==> src/design/smx_pkg.sv <==
// ----------------------------------------------------------------------------
// smx_pkg: shared types and constants of the stack machine executor
// Holds the item structs, the opcode and fault codes, the controller states
// and the command and status groups between controller and datapath.
// ----------------------------------------------------------------------------
package smx_pkg;

  // Stack geometry.
  localparam int StackDepth = 16;
  localparam int SpW        = $clog2(StackDepth + 1);
  localparam int AddrW      = (StackDepth > 1) ? $clog2(StackDepth) : 1;

  // Fixed field widths.
  localparam int FuncW  = 8;
  localparam int ImmW   = 16;
  localparam int DataW  = 32;
  localparam int CountW = 5;

  typedef enum logic [FuncW-1:0] {
    OP_PUSH = 8'd0,
    OP_POP  = 8'd1,
    OP_DUP  = 8'd2,
    OP_SWAP = 8'd3,
    OP_CMP  = 8'd4,
    OP_ADD  = 8'd5,
    OP_MUL  = 8'd6,
    OP_JMP  = 8'd7,
    OP_JLE  = 8'd8
  } op_e;

  typedef enum logic [1:0] {
    FAULT_NONE      = 2'd0,
    FAULT_UNDERFLOW = 2'd1,
    FAULT_OVERFLOW  = 2'd2,
    FAULT_SWAPDEPTH = 2'd3
  } fault_e;

  typedef enum logic [1:0] {
    ST_IDLE,
    ST_EXEC,
    ST_WR1,
    ST_FIN
  } state_e;

  typedef struct packed {
    logic [FuncW-1:0]       func;
    logic signed [ImmW-1:0] immediate;
  } in_item_t;

  typedef struct packed {
    logic signed [ImmW-1:0]  jump_offset;
    logic signed [DataW-1:0] top_value;
    logic [CountW-1:0]       stack_count;
    fault_e                  fault;
  } out_item_t;

  // Controller to datapath.
  typedef struct packed {
    logic load;    // capture the item and read the two stack operands
    logic plan;    // evaluate the instruction and register its effects
    logic wr1;     // first stack write
    logic wr2;     // second stack write (swap only)
    logic commit;  // update the stack pointer and load the output register
  } ctrl_cmd_t;

  // Datapath to controller.
  typedef struct packed {
    logic out_free;  // output register can take a result this cycle
  } dp_status_t;

endpackage

==> src/design/smx_ctrl.sv <==
// ----------------------------------------------------------------------------
// smx_ctrl: instruction sequencer
// Steps each accepted item through operand read, evaluation, stack writes
// and result hand-off, and drives the input stall.
// ----------------------------------------------------------------------------
module smx_ctrl (
  input  logic                  clk_i,
  input  logic                  rst_ni,
  input  logic                  in_valid_i,
  output logic                  in_stall_o,
  input  smx_pkg::dp_status_t   status_i,
  output smx_pkg::ctrl_cmd_t    cmd_o
);

  smx_pkg::state_e state_q, state_d;

  always_ff @(posedge clk_i or negedge rst_ni) begin
    if (!rst_ni) begin
      state_q <= smx_pkg::ST_IDLE;
    end else begin
      state_q <= state_d;
    end
  end

  always_comb begin
    state_d    = state_q;
    cmd_o      = '0;
    in_stall_o = 1'b1;
    unique case (state_q)
      smx_pkg::ST_IDLE: begin
        in_stall_o = 1'b0;
        if (in_valid_i) begin
          cmd_o.load = 1'b1;
          state_d    = smx_pkg::ST_EXEC;
        end
      end
      smx_pkg::ST_EXEC: begin
        cmd_o.plan = 1'b1;
        state_d    = smx_pkg::ST_WR1;
      end
      smx_pkg::ST_WR1: begin
        cmd_o.wr1 = 1'b1;
        state_d   = smx_pkg::ST_FIN;
      end
      smx_pkg::ST_FIN: begin
        // The second write repeats harmlessly while the output is blocked.
        cmd_o.wr2 = 1'b1;
        if (status_i.out_free) begin
          cmd_o.commit = 1'b1;
          state_d      = smx_pkg::ST_IDLE;
        end
      end
      default: begin
        state_d = smx_pkg::ST_IDLE;
      end
    endcase
  end

endmodule

==> src/design/smx_dp.sv <==
// ----------------------------------------------------------------------------
// smx_dp: stack datapath
// Holds the stack memory, the stack pointer, the instruction evaluation
// with its multiplier, and the output register.
// ----------------------------------------------------------------------------
module smx_dp (
  input  logic                  clk_i,
  input  logic                  rst_ni,
  input  smx_pkg::in_item_t     in_item_i,
  input  smx_pkg::ctrl_cmd_t    cmd_i,
  output smx_pkg::dp_status_t   status_o,
  output logic                  out_valid_o,
  input  logic                  out_stall_i,
  output smx_pkg::out_item_t    out_item_o
);

  localparam int SpW   = smx_pkg::SpW;
  localparam int AddrW = smx_pkg::AddrW;
  localparam int DataW = smx_pkg::DataW;
  localparam int ImmW  = smx_pkg::ImmW;

  logic [DataW-1:0] mem_q [smx_pkg::StackDepth];

  logic [SpW-1:0]            sp_q;
  logic [smx_pkg::FuncW-1:0] func_q;
  logic [ImmW-1:0]           imm_q;
  logic [DataW-1:0]          rd_top_q;  // entry at sp-1
  logic [DataW-1:0]          rd_sec_q;  // entry at sp-2, or at sp-1-depth for swap

  // Effects of the current instruction, registered in the evaluation cycle.
  logic                  w1_en_q, w1_en_d, w2_en_q, w2_en_d;
  logic [AddrW-1:0]      w1_addr_q, w1_addr_d, w2_addr_q, w2_addr_d;
  logic [DataW-1:0]      w1_data_q, w1_data_d, w2_data_q, w2_data_d;
  logic [SpW-1:0]        sp_new_q, sp_new_d;
  logic [ImmW-1:0]       jump_q, jump_d;
  logic [DataW-1:0]      top_q, top_d;
  smx_pkg::fault_e       fault_q, fault_d;

  logic                  out_valid_q;
  smx_pkg::out_item_t    out_item_q;

  logic [AddrW-1:0] addr_top, addr_sec;
  logic [ImmW-1:0]  sp_ext, sec_swap;
  logic [DataW-1:0] imm32, product, combined;
  logic             lt, gt;

  // Operand addresses come straight from the incoming item.
  assign sp_ext   = ImmW'(sp_q);
  assign sec_swap = sp_ext - ImmW'(1) - in_item_i.immediate;
  assign addr_top = AddrW'(sp_q - SpW'(1));
  assign addr_sec = (in_item_i.func == smx_pkg::OP_SWAP) ? sec_swap[AddrW-1:0]
                                                         : AddrW'(sp_q - SpW'(2));

  always_ff @(posedge clk_i) begin
    if (cmd_i.load) begin
      func_q   <= in_item_i.func;
      imm_q    <= in_item_i.immediate;
      rd_top_q <= mem_q[addr_top];
      rd_sec_q <= mem_q[addr_sec];
    end
    if (cmd_i.wr1 && w1_en_q) begin
      mem_q[w1_addr_q] <= w1_data_q;
    end else if (cmd_i.wr2 && w2_en_q) begin
      mem_q[w2_addr_q] <= w2_data_q;
    end
  end

  // Binary operations take second-from-top as the left operand.
  assign imm32   = {{(DataW - ImmW){imm_q[ImmW-1]}}, imm_q};
  assign product = rd_sec_q * rd_top_q;
  assign gt      = $signed(rd_sec_q) > $signed(rd_top_q);
  assign lt      = $signed(rd_sec_q) < $signed(rd_top_q);

  always_comb begin
    unique case (func_q)
      smx_pkg::OP_ADD: combined = rd_sec_q + rd_top_q;
      smx_pkg::OP_MUL: combined = product;
      default:         combined = gt ? DataW'(1) : (lt ? '1 : '0);
    endcase
  end

  always_comb begin
    fault_d   = smx_pkg::FAULT_NONE;
    sp_new_d  = sp_q;
    jump_d    = '0;
    top_d     = (sp_q != '0) ? rd_top_q : '0;
    w1_en_d   = 1'b0;
    w1_addr_d = AddrW'(sp_q - SpW'(1));
    w1_data_d = rd_sec_q;
    w2_en_d   = 1'b0;
    w2_addr_d = sp_ext[AddrW-1:0] - AddrW'(1) - imm_q[AddrW-1:0];
    w2_data_d = rd_top_q;
    unique case (func_q)
      smx_pkg::OP_PUSH: begin
        if (sp_q >= SpW'(smx_pkg::StackDepth)) begin
          fault_d = smx_pkg::FAULT_OVERFLOW;
        end else begin
          w1_en_d   = 1'b1;
          w1_addr_d = sp_q[AddrW-1:0];
          w1_data_d = imm32;
          sp_new_d  = sp_q + SpW'(1);
          top_d     = imm32;
        end
      end
      smx_pkg::OP_POP: begin
        if (sp_q < SpW'(1)) begin
          fault_d = smx_pkg::FAULT_UNDERFLOW;
        end else begin
          sp_new_d = sp_q - SpW'(1);
          top_d    = (sp_q >= SpW'(2)) ? rd_sec_q : '0;
        end
      end
      smx_pkg::OP_DUP: begin
        if (sp_q < SpW'(1)) begin
          fault_d = smx_pkg::FAULT_UNDERFLOW;
        end else if (sp_q >= SpW'(smx_pkg::StackDepth)) begin
          fault_d = smx_pkg::FAULT_OVERFLOW;
        end else begin
          w1_en_d   = 1'b1;
          w1_addr_d = sp_q[AddrW-1:0];
          w1_data_d = rd_top_q;
          sp_new_d  = sp_q + SpW'(1);
        end
      end
      smx_pkg::OP_SWAP: begin
        if (sp_q < SpW'(1)) begin
          fault_d = smx_pkg::FAULT_UNDERFLOW;
        end else if (imm_q[ImmW-1] || (imm_q >= sp_ext)) begin
          fault_d = smx_pkg::FAULT_SWAPDEPTH;
        end else begin
          // A depth of zero writes the top back onto itself.
          w1_en_d = 1'b1;
          w2_en_d = 1'b1;
          top_d   = rd_sec_q;
        end
      end
      smx_pkg::OP_CMP, smx_pkg::OP_ADD, smx_pkg::OP_MUL: begin
        if (sp_q < SpW'(2)) begin
          fault_d = smx_pkg::FAULT_UNDERFLOW;
        end else begin
          w1_en_d   = 1'b1;
          w1_addr_d = AddrW'(sp_q - SpW'(2));
          w1_data_d = combined;
          sp_new_d  = sp_q - SpW'(1);
          top_d     = combined;
        end
      end
      smx_pkg::OP_JMP: begin
        jump_d = imm_q;
      end
      smx_pkg::OP_JLE: begin
        if (sp_q < SpW'(1)) begin
          fault_d = smx_pkg::FAULT_UNDERFLOW;
        end else begin
          if ($signed(rd_top_q) < $signed(DataW'(1))) begin
            jump_d = imm_q;
          end
          sp_new_d = sp_q - SpW'(1);
          top_d    = (sp_q >= SpW'(2)) ? rd_sec_q : '0;
        end
      end
      default: begin
      end
    endcase
  end

  always_ff @(posedge clk_i) begin
    if (cmd_i.plan) begin
      w1_addr_q <= w1_addr_d;
      w1_data_q <= w1_data_d;
      w2_addr_q <= w2_addr_d;
      w2_data_q <= w2_data_d;
      sp_new_q  <= sp_new_d;
      jump_q    <= jump_d;
      top_q     <= top_d;
      fault_q   <= fault_d;
    end
    if (cmd_i.commit) begin
      out_item_q.jump_offset <= jump_q;
      out_item_q.top_value   <= top_q;
      out_item_q.stack_count <= smx_pkg::CountW'(sp_new_q);
      out_item_q.fault       <= fault_q;
    end
  end

  always_ff @(posedge clk_i or negedge rst_ni) begin
    if (!rst_ni) begin
      sp_q        <= '0;
      w1_en_q     <= 1'b0;
      w2_en_q     <= 1'b0;
      out_valid_q <= 1'b0;
    end else begin
      if (cmd_i.plan) begin
        w1_en_q <= w1_en_d;
        w2_en_q <= w2_en_d;
      end
      if (cmd_i.commit) begin
        sp_q        <= sp_new_q;
        out_valid_q <= 1'b1;
      end else if (!out_stall_i) begin
        out_valid_q <= 1'b0;
      end
    end
  end

  assign status_o.out_free = !out_valid_q || !out_stall_i;
  assign out_valid_o       = out_valid_q;
  assign out_item_o        = out_item_q;

endmodule

==> src/design/stack_machine_executor.sv <==
// ----------------------------------------------------------------------------
// stack_machine_executor: one instruction of a 32-bit operand-stack machine
// Executes push, pop, dup, swap, compare, add, multiply and jumps on a
// sixteen-entry stack, returning jump offset, top value, depth and fault.
// ----------------------------------------------------------------------------
// Usage notes.
// The input channel carries one instruction item (opcode and signed 16-bit
// immediate) and the output channel carries exactly one result item per
// instruction, in order. Both channels use valid and stall; an item moves on a
// rising edge where valid is high and stall is low.
// An instruction is accepted and its two operands are read from the stack
// memory, then it is evaluated (this cycle holds the multiplier), then up to
// two stack writes go through the single memory write port. The result is
// registered into the output at commit, and the next item can be accepted
// once that commit is done, so the block takes no new item before the last
// is through. The single write port takes the two writes of a swap in turn.
// The output register decouples the two sides: a finished result may wait
// while the next item is already being read and evaluated. When the
// receiver stalls, the result holds steady and the sequencer waits at the
// commit step, so no result is lost or overwritten.
// Reset empties the stack at once; stack contents are not cleared and are
// only ever used after being written.
// ----------------------------------------------------------------------------
module stack_machine_executor (
  input  logic                clk_i,
  input  logic                rst_ni,
  input  logic                in_valid_i,
  output logic                in_stall_o,
  input  smx_pkg::in_item_t   in_item_i,
  output logic                out_valid_o,
  input  logic                out_stall_i,
  output smx_pkg::out_item_t  out_item_o
);

  smx_pkg::ctrl_cmd_t  cmd;
  smx_pkg::dp_status_t status;

  // The sequencer owns the control flow and the input stall.
  smx_ctrl u_ctrl (
    .clk_i      (clk_i),
    .rst_ni     (rst_ni),
    .in_valid_i (in_valid_i),
    .in_stall_o (in_stall_o),
    .status_i   (status),
    .cmd_o      (cmd)
  );

  // The datapath owns the stack, the evaluation and the output register.
  smx_dp u_dp (
    .clk_i       (clk_i),
    .rst_ni      (rst_ni),
    .in_item_i   (in_item_i),
    .cmd_i       (cmd),
    .status_o    (status),
    .out_valid_o (out_valid_o),
    .out_stall_i (out_stall_i),
    .out_item_o  (out_item_o)
  );

  // Once an item is taken, the block is busy with it in the next cycle.
  assert property (@(posedge clk_i) disable iff (!rst_ni)
    (in_valid_i && !in_stall_o) |=> in_stall_o)
    else $error("item accepted while previous item still in flight");

  // A committed result is presented in the next cycle.
  assert property (@(posedge clk_i) disable iff (!rst_ni)
    cmd.commit |=> out_valid_o)
    else $error("committed result not presented");

  // A faulting instruction never takes a jump.
  assert property (@(posedge clk_i) disable iff (!rst_ni)
    (out_valid_o && (out_item_o.fault != smx_pkg::FAULT_NONE))
      |-> (out_item_o.jump_offset == '0))
    else $error("jump reported with a fault");

  // The sequencer issues at most one of load, plan, wr1 and wr2 per cycle.
  assert property (@(posedge clk_i) disable iff (!rst_ni)
    $onehot0({cmd.load, cmd.plan, cmd.wr1, cmd.wr2}))
    else $error("overlapping sequencer commands");

endmodule

==> config.mk <==
export PLATFORM = sky130hd
export DESIGN_NAME = stack_machine_executor
export DESIGN_NICKNAME = d
export VERILOG_FILES = /design/src/design/smx_pkg.sv /design/src/design/smx_ctrl.sv /design/src/design/smx_dp.sv /design/src/design/stack_machine_executor.sv
export SDC_FILE = /design/constraint.sdc
export NUM_CORES = 2
export LEC_CHECK = 0
export BUFFER_PORTS_ARGS = -buffer_cell sky130_fd_sc_hd__buf_2
export CORE_ASPECT_RATIO = 0.6
export CORE_MARGIN = 3
export CORE_UTILIZATION = 60
export CTS_CLUSTER_DIAMETER = 30
export DETAILED_ROUTE_END_ITERATION = 10
export MAX_ROUTING_LAYER = met4
export PLACE_DENSITY = 0.76
export SYNTH_ARGS = -nofsm -noshare
export SYNTH_HDL_FRONTEND = slang
export SYNTH_SLANG_ARGS = --single-unit
==> constraint.sdc <==
create_clock -name clk_i -period 8.66 [get_ports clk_i]
set_input_delay 1.732 -clock clk_i [delete_from_list [all_inputs] [get_ports clk_i]]
set_output_delay 1.732 -clock clk_i [all_outputs]
set_load 0.02 [all_outputs]
* Word-level counts from Yosys, hierarchy flattened
Memories as Yosys holds them, arrays and structs flattened. A register that Yosys moved wholly into a read port is not among the register bits.
Cells that the tools add are included.
** Cells by class
- Add/subtract/negate cells :: 8
- Multipliers :: 1
- Order comparisons :: 8
- Equality and inequality tests :: 15
- Muxes and demuxes :: 63
- Reduce and logical (&&, ||, !) cells :: 13
** Operators with widths (number)
- $mux W32 :: 14
- $pmux W32 S4 :: 1
- $pmux W32 S3 :: 1
- $pmux W32 S2 :: 1
- $add A32 B32 Y32 :: 1
- $eq A8 B3 Y1 const B :: 4
- $gt A32 B32 Y1 :: 1
- $lt A32 B2 Y1 const B :: 1
- $lt A32 B32 Y1 :: 1
- $mul A32 B32 Y32 :: 1
- $mux W16 :: 2
- $pmux W16 S2 :: 1
- $reduce_or A32 Y1 :: 1
- $eq A8 B2 Y1 const B :: 3
- $mux W1 :: 22
- $mux W4 :: 5
- $mux W5 :: 4
- $pmux W5 S4 :: 1
- $ge A16 B5 Y1 :: 1
- $mux W2 :: 7
- $pmux W4 S3 :: 1
- $pmux W2 S5 :: 1
- $eq A8 B1 Y1 const B :: 1
- $eq A8 B4 Y1 const B :: 1
- other kinds (24) :: 31
** Word-level totals
- Bits in registers :: 216
- Bits in writable memories :: 512
- Input port bits :: 28
- Output and inout port bits :: 57
- Logic and storage cells :: 128
- Memories kept :: 1
** Memories
- u_dp.mem_q :: words 16, width 32, read ports 2, clocked after Yosys merged registers in 2, wr ports 1, line smx_dp.sv:22 : logic [DataW-1:0] mem_q [smx_pkg::StackDepth];

* Longest topological paths before layout
- Word-level depth :: 10
- Gate-level depth with buffers :: 30

* Cells and area by module
From an unflattened synthesis, not the netlist that was laid out.
** Unflattened totals
- Cell total of the unflattened synthesis :: 4578
- Area total of the unflattened synthesis :: 54954.0 um^2
** Modules (own cells, without submodules)
- smx_dp :: instances 1, cells an instance 4561, area each 54771.3 um^2
- smx_ctrl :: instances 1, cells an instance 17, area each 182.7 um^2

* Least setup slack after synthesis
Ideal clock, no wire load.
- Path kind :: reg2reg
- From :: register u_dp.rd_top_q[8], read port of u_dp.mem_q
- To :: register u_dp.w1_data_q[29], data pin
- Setup time :: 256 ps
- Arrival :: 7446 ps
- Required time :: 8404 ps
- Setup slack :: 958 ps
- Cell stages (with the launch flop) :: 25
- Path buffers :: 2
- Period minus slack after synthesis :: 7702 ps
- Cells stage by stage :: edfxtp_1 clkbuf_1 clkbuf_1 nand2_1 fa_1 fa_1 fa_1 fa_1 fa_1 inv_1 fa_1 fa_1 fa_1 ha_1 and2_1 a221oi_2 o221ai_1 a31oi_1 o21ai_1 xor2_1 a21oi_1 nand3_1 a221o_1 or3_1 a22o_1
** Between the ends
- Longest elaborated chain between the ends :: 6
- Elaborated cells between the ends (all ways) :: 9
- Classes of those cells :: add/sub: 1; mul: 1; order compare: 2; mux: 5
** Ends and longest elaborated chain
- start, declared :: line smx_dp.sv:27 : logic [DataW-1:0] rd_top_q;
- parallel branches: the longest is 3 deep, another holds $mul A32 B32 Y32
- $pmux W32 S2 (*) :: line smx_dp.sv:75 : unique case (func_q)
- $mux W32 (*) :: line smx_dp.sv:138 : if (sp_q < SpW'(2)) begin
- $pmux W32 S3 (*) :: line smx_dp.sv:93 : unique case (func_q)
- via u_dp.w1_data_d[29] :: line smx_dp.sv:33 : logic [DataW-1:0] w1_data_q, w1_data_d, w2_data_q, w2_data_d;
- end signal, assigned :: line smx_dp.sv:170 : w1_data_q <= w1_data_d;
- end, declared :: line smx_dp.sv:33
Mark *: on every way through the listed nets, which the timed path passes.
A chain may end at the register's enable or synchronous reset.

* Final worst setup path
- From :: register u_dp.rd_sec_q[8], read port of u_dp.mem_q
- To :: register u_dp.top_q[22], data pin
** Between the ends
- Longest elaborated chain between the ends :: 6
- Elaborated cells between the ends (all ways) :: 9
- Classes of those cells :: add/sub: 1; mul: 1; order compare: 2; mux: 5
** Ends and longest elaborated chain
- start, declared :: line smx_dp.sv:28 : logic [DataW-1:0] rd_sec_q;
- parallel branches: the longest is 3 deep, another holds $mul A32 B32 Y32
- $pmux W32 S2 (*) :: line smx_dp.sv:75
- $mux W32 (*) :: line smx_dp.sv:138
- $pmux W32 S4 (*) :: line smx_dp.sv:93
- via u_dp.top_d[22] :: line smx_dp.sv:36 : logic [DataW-1:0] top_q, top_d;
- end signal, assigned :: line smx_dp.sv:175 : top_q <= top_d;
- end, declared :: line smx_dp.sv:36
Marked as above.

==> Implementation_results.wiki <==
{| class="wikitable"
! Metric !! Value
|-
| Global-route wire length before repair || 270200 microns
|-
| Reg-to-reg startpoint || u_dp.rd_sec_q[8]$_DFFE_PP_
|-
| Yosys top cell by area || sky130_fd_sc_hd__edfxtp_1
|-
| Area share of the largest cell type after synthesis || 42.64%
|-
| Max-capacitance violation count || 0
|-
| Starting density of the core || 60.99%
|-
| Setup slack at placement || 213.6 ps
|-
| Post-route standard cell area excluding fillers || 0.06163 sq mm
|-
| Ranking of synthesized cells by area || sky130_fd_sc_hd__edfxtp_1 43%, sky130_fd_sc_hd__fa_1 15%, sky130_fd_sc_hd__mux4_2 7.9%
|-
| Placed Area || 0.05784 sq mm
|-
| Count of endpoints failing hold in the final timing report || 0
|-
| Ratio of cells with drive above 1 in the final layout || between 10% and 20%
|-
| Horizontal extent of the die || 397.1 microns
|-
| CP max FO || 13
|-
| Critical Path AT || 9140 ps
|-
| Number of sinks driven by the clock tree || 792
|-
| Final TNS setup || 0 ps
|-
| Sequential-to-total area share from yosys stat || 43.09%
|-
| Ratio of routed vias to standard cells || approximately 6.7
|-
| Capture instance of the worst register-to-register path || u_dp.top_q[22]$_DFFE_PN_
|-
| Share of flip-flops with an asynchronous set or reset after synthesis || 1.263%
|-
| Delay of the slowest critical-path stage || 880 ps
|-
| Hold buffer count at cts || 0
|-
| Outcome || finished, final reports clean
|-
| Worst Setup End Kind || register
|-
| Max Buffers Root-to-Sink || 3
|-
| Most used flip-flop cell after synthesis || sky130_fd_sc_hd__edfxtp_1
|-
| Post-layout nets || around 5.4k
|-
| RSZ-0062 raised after global routing || false
|-
| Top achievable clock speed || approximately 0.12 GHz
|-
| Launching element type of the critical path || register
|-
| Slack of the worst reg-to-reg path || 100 ps
|-
| Period utilisation layout || a little over nine tenths
|-
| DIE AREA || 0.09558 sq mm
|-
| Hold Slack || 413.2 ps
|-
| H-tree depth || 3
|-
| Detailed-router iteration count before antenna repair || 8
|-
| Post-route clock skew || 32.50 ps
|-
| Avg Inst Size Synth || 11.91 sq um
|-
| CTS tree || built
|-
| Number of warnings reported in the yosys synthesis log || 0
|-
| Number of failing setup endpoints in the final timing report || 0
|-
| Register bit count reported by yosys || 792
|-
| Synthesized netlist cell count || 4626
|-
| Number of buffers created by CTS || 102
|-
| IO buf count || 84
|-
| Crit path time final || 8564 ps
|-
| Area Overhead vs Synth || 11.91%
|-
| Slew Limit Headroom || between 10% and 20%
|-
| Netlist area before placement || between 0.05 and 0.06 sq mm
|-
| Worst-skew pair later-pin latency || roughly 700 ps
|-
| Cell Rows || 85
|-
| Overall track demand over capacity in global routing || 40.13%
|-
| Count of cells along the worst register-to-register path || 29
|-
| Pins over their slew limit || 0
|-
| Start-to-end type of the worst setup path || reg -> reg
|-
| Crit path launch || u_dp.rd_sec_q[8]$_DFFE_PP_
|-
| Number of remaining DRC errors || 0
|-
| First DRT Iteration DRCs || 5708
|-
| Total number of vias || 40.93k
|-
| Worst setup path endpoint || u_dp.top_q[22]$_DFFE_PN_
|-
| Y dimension of the die || 240.7 microns
|-
| HPWL reported at the end of detailed placement || 127300 microns
|-
| Count of antenna-violating nets left after detailed routing || 0
|-
| Routed wirelength normalized by instance count || 30.52 microns
|-
| IO Count || 85
|-
| Worst hold-check path type || reg -> reg
|-
| Least-Margin Pin Slew || 1198 ps
|-
| Wire length reported by the detailed router || around 190000 microns
|-
| Antenna violations before repair || 9
|-
| Total congestion overflow after global routing || 0
|-
| Critical Path RT || 9230 ps
|-
| Routability cong. || 1.058
|-
| Setup slack after layout || 95.71 ps
|-
| Master cell of the clock root buffer || sky130_fd_sc_hd__clkbuf_16
|-
| Number of global-route vias before repair || 40.12k
|-
| Placeable core area || 0.09029 sq mm
|-
| Count of flip-flops with a built-in enable after synthesis || 782
|-
| Total nets after synthesis || 5273
|-
| Clock Pin Slew Worst Setup and Hold Paths || 70 ps
|-
| Slowest stage cell, crit path || sky130_fd_sc_hd__edfxtp_1
|-
| Number of different library cells in the post-synthesis netlist || 94
|-
| Maximum number of pins on one net before global-route repair || ~130
|}
cell usage in the layout, fill, tap and decap left out, types with 81 or more instances in the layout:
master and instances:
sky130_fd_sc_hd__mux2i_1 157, sky130_fd_sc_hd__nand2_1 553, sky130_fd_sc_hd__a211oi_1 108, sky130_fd_sc_hd__a21oi_1 194, sky130_fd_sc_hd__edfxtp_1 782, sky130_fd_sc_hd__ha_1 206, sky130_fd_sc_hd__buf_4 203, sky130_fd_sc_hd__mux4_2 192
sky130_fd_sc_hd__buf_2 84, sky130_fd_sc_hd__clkbuf_16 105, sky130_fd_sc_hd__o21ai_0 102, sky130_fd_sc_hd__nor2_1 272, sky130_fd_sc_hd__xnor2_1 81, sky130_fd_sc_hd__and2_1 238, sky130_fd_sc_hd__inv_1 459, sky130_fd_sc_hd__fa_1 411
critical path, delay by kind of cell, from the launching register on:
| kind | cells | cell delay (ps) |
|---|---|---|
| fa+ha+maj | 9 | 3720 |
| compound gates | 8 | 1770 |
| buf+inv | 8 | 1440 |
| flops | 1 | 880 |
| simple gates | 3 | 450 |
| xor+xnor | 1 | 150 |
sequential cells by signal, indices dropped and copies added, names as in the netlist, 16 cells and up:
register and flops:
u_dp.mem_q 512, u_dp.out_item_o 55, u_dp.rd_sec_q 32, u_dp.rd_top_q 32
u_dp.top_q 32, u_dp.w1_data_q 32, u_dp.w2_data_q 32, u_dp.imm_q 16
u_dp.jump_q 16
synthesized netlist by cell type, types with 6 or more instances:
cell	number
sky130_fd_sc_hd__mux2i_1	158
sky130_fd_sc_hd__nor3_1	34
sky130_fd_sc_hd__and3_1	10
sky130_fd_sc_hd__nand4_1	10
sky130_fd_sc_hd__buf_1	22
sky130_fd_sc_hd__clkbuf_1	222
sky130_fd_sc_hd__o221ai_1	6
sky130_fd_sc_hd__edfxtp_1	782
sky130_fd_sc_hd__o211ai_1	15
sky130_fd_sc_hd__a31oi_1	56
sky130_fd_sc_hd__a22oi_1	29
sky130_fd_sc_hd__ha_1	208
sky130_fd_sc_hd__o21a_1	6
sky130_fd_sc_hd__o22a_1	11
sky130_fd_sc_hd__a221oi_1	12
sky130_fd_sc_hd__xor2_1	31
sky130_fd_sc_hd__o21ai_1	14
sky130_fd_sc_hd__a311oi_1	32
sky130_fd_sc_hd__o21ai_0	103
sky130_fd_sc_hd__nand2_1	553
sky130_fd_sc_hd__nand2b_1	12
sky130_fd_sc_hd__nor2_1	290
sky130_fd_sc_hd__buf_2	34
sky130_fd_sc_hd__or3_1	8
sky130_fd_sc_hd__xnor2_1	82
sky130_fd_sc_hd__and2_1	239
sky130_fd_sc_hd__a211oi_1	108
sky130_fd_sc_hd__a222oi_1	7
sky130_fd_sc_hd__nand3_1	26
sky130_fd_sc_hd__dfrtp_1	10
sky130_fd_sc_hd__o22ai_1	33
sky130_fd_sc_hd__inv_1	459
sky130_fd_sc_hd__fa_1	411
sky130_fd_sc_hd__a21oi_1	195
sky130_fd_sc_hd__nor4_1	16
sky130_fd_sc_hd__o21bai_1	12
sky130_fd_sc_hd__nor2b_1	28
sky130_fd_sc_hd__a21o_1	25
sky130_fd_sc_hd__mux4_2	192
sky130_fd_sc_hd__clkinv_1	10
worst min-delay path by stage:
stage                                         start                             to  slack [ps]  depth (start not counted)
after CTS                 u_dp.fault_q[1]$_DFFE_PN_   u_dp.out_item_o[1]$_DFFE_PP_         410                          0
after global routing      u_dp.fault_q[1]$_DFFE_PN_   u_dp.out_item_o[1]$_DFFE_PP_         420                          0
final                      u_dp.top_q[16]$_DFFE_PN_  u_dp.out_item_o[23]$_DFFE_PP_         410                          0
after floorplan           u_dp.fault_q[0]$_DFFE_PN_   u_dp.out_item_o[0]$_DFFE_PP_         400                          0
after detailed placement   u_dp.top_q[16]$_DFFE_PN_  u_dp.out_item_o[23]$_DFFE_PP_         400                          0
after global placement    u_dp.jump_q[15]$_DFFE_PN_  u_dp.out_item_o[54]$_DFFE_PP_         400                          0
area by class of cell:
class / count / area [sq um]
inverters: 470 / 1764
fillers: 6376 / 28660
flip-flops and latches: 792 / 23740
repair buffers: 305 / 2300
diodes: 11 / 27.53
clock buffers: 109 / 2643
multi-input cells: 3081 / 28690
clock inverters: 85 / 943.4
well taps: 1218 / 1524
logic make-up after synthesis:
group	synth area share, %
simple gates	10.45
flops	43.09
buf+inv	5.264
compound gates	8.863
fa+ha+maj	19.67
mux	10.83
xor+xnor	1.838
stage by stage:
stage          utilization, %  instances
2_1_floorplan               -       4626
3_3_place_gp            64.06       5853
3_5_place_dp            64.06       5853
4_1_cts                 68.03       6047
5_1_grt                 68.25       6069
6_report                68.26       6071
repair_timing:
action,4_1_cts,5_1_grt
resized for setup,0,1
setup buffers,0,13
endpoints found under the setup margin,0,14
metal layers:
layer	routed length, microns	global-route usage [%]
met1	71250	56.22
met2	73390	51.99
met3	34010	18.62
met4	6649	11.92
met5	0	-
Power is not shown: default switching activity piles up to over one toggle a cycle in this logic, so the estimate is an artifact.
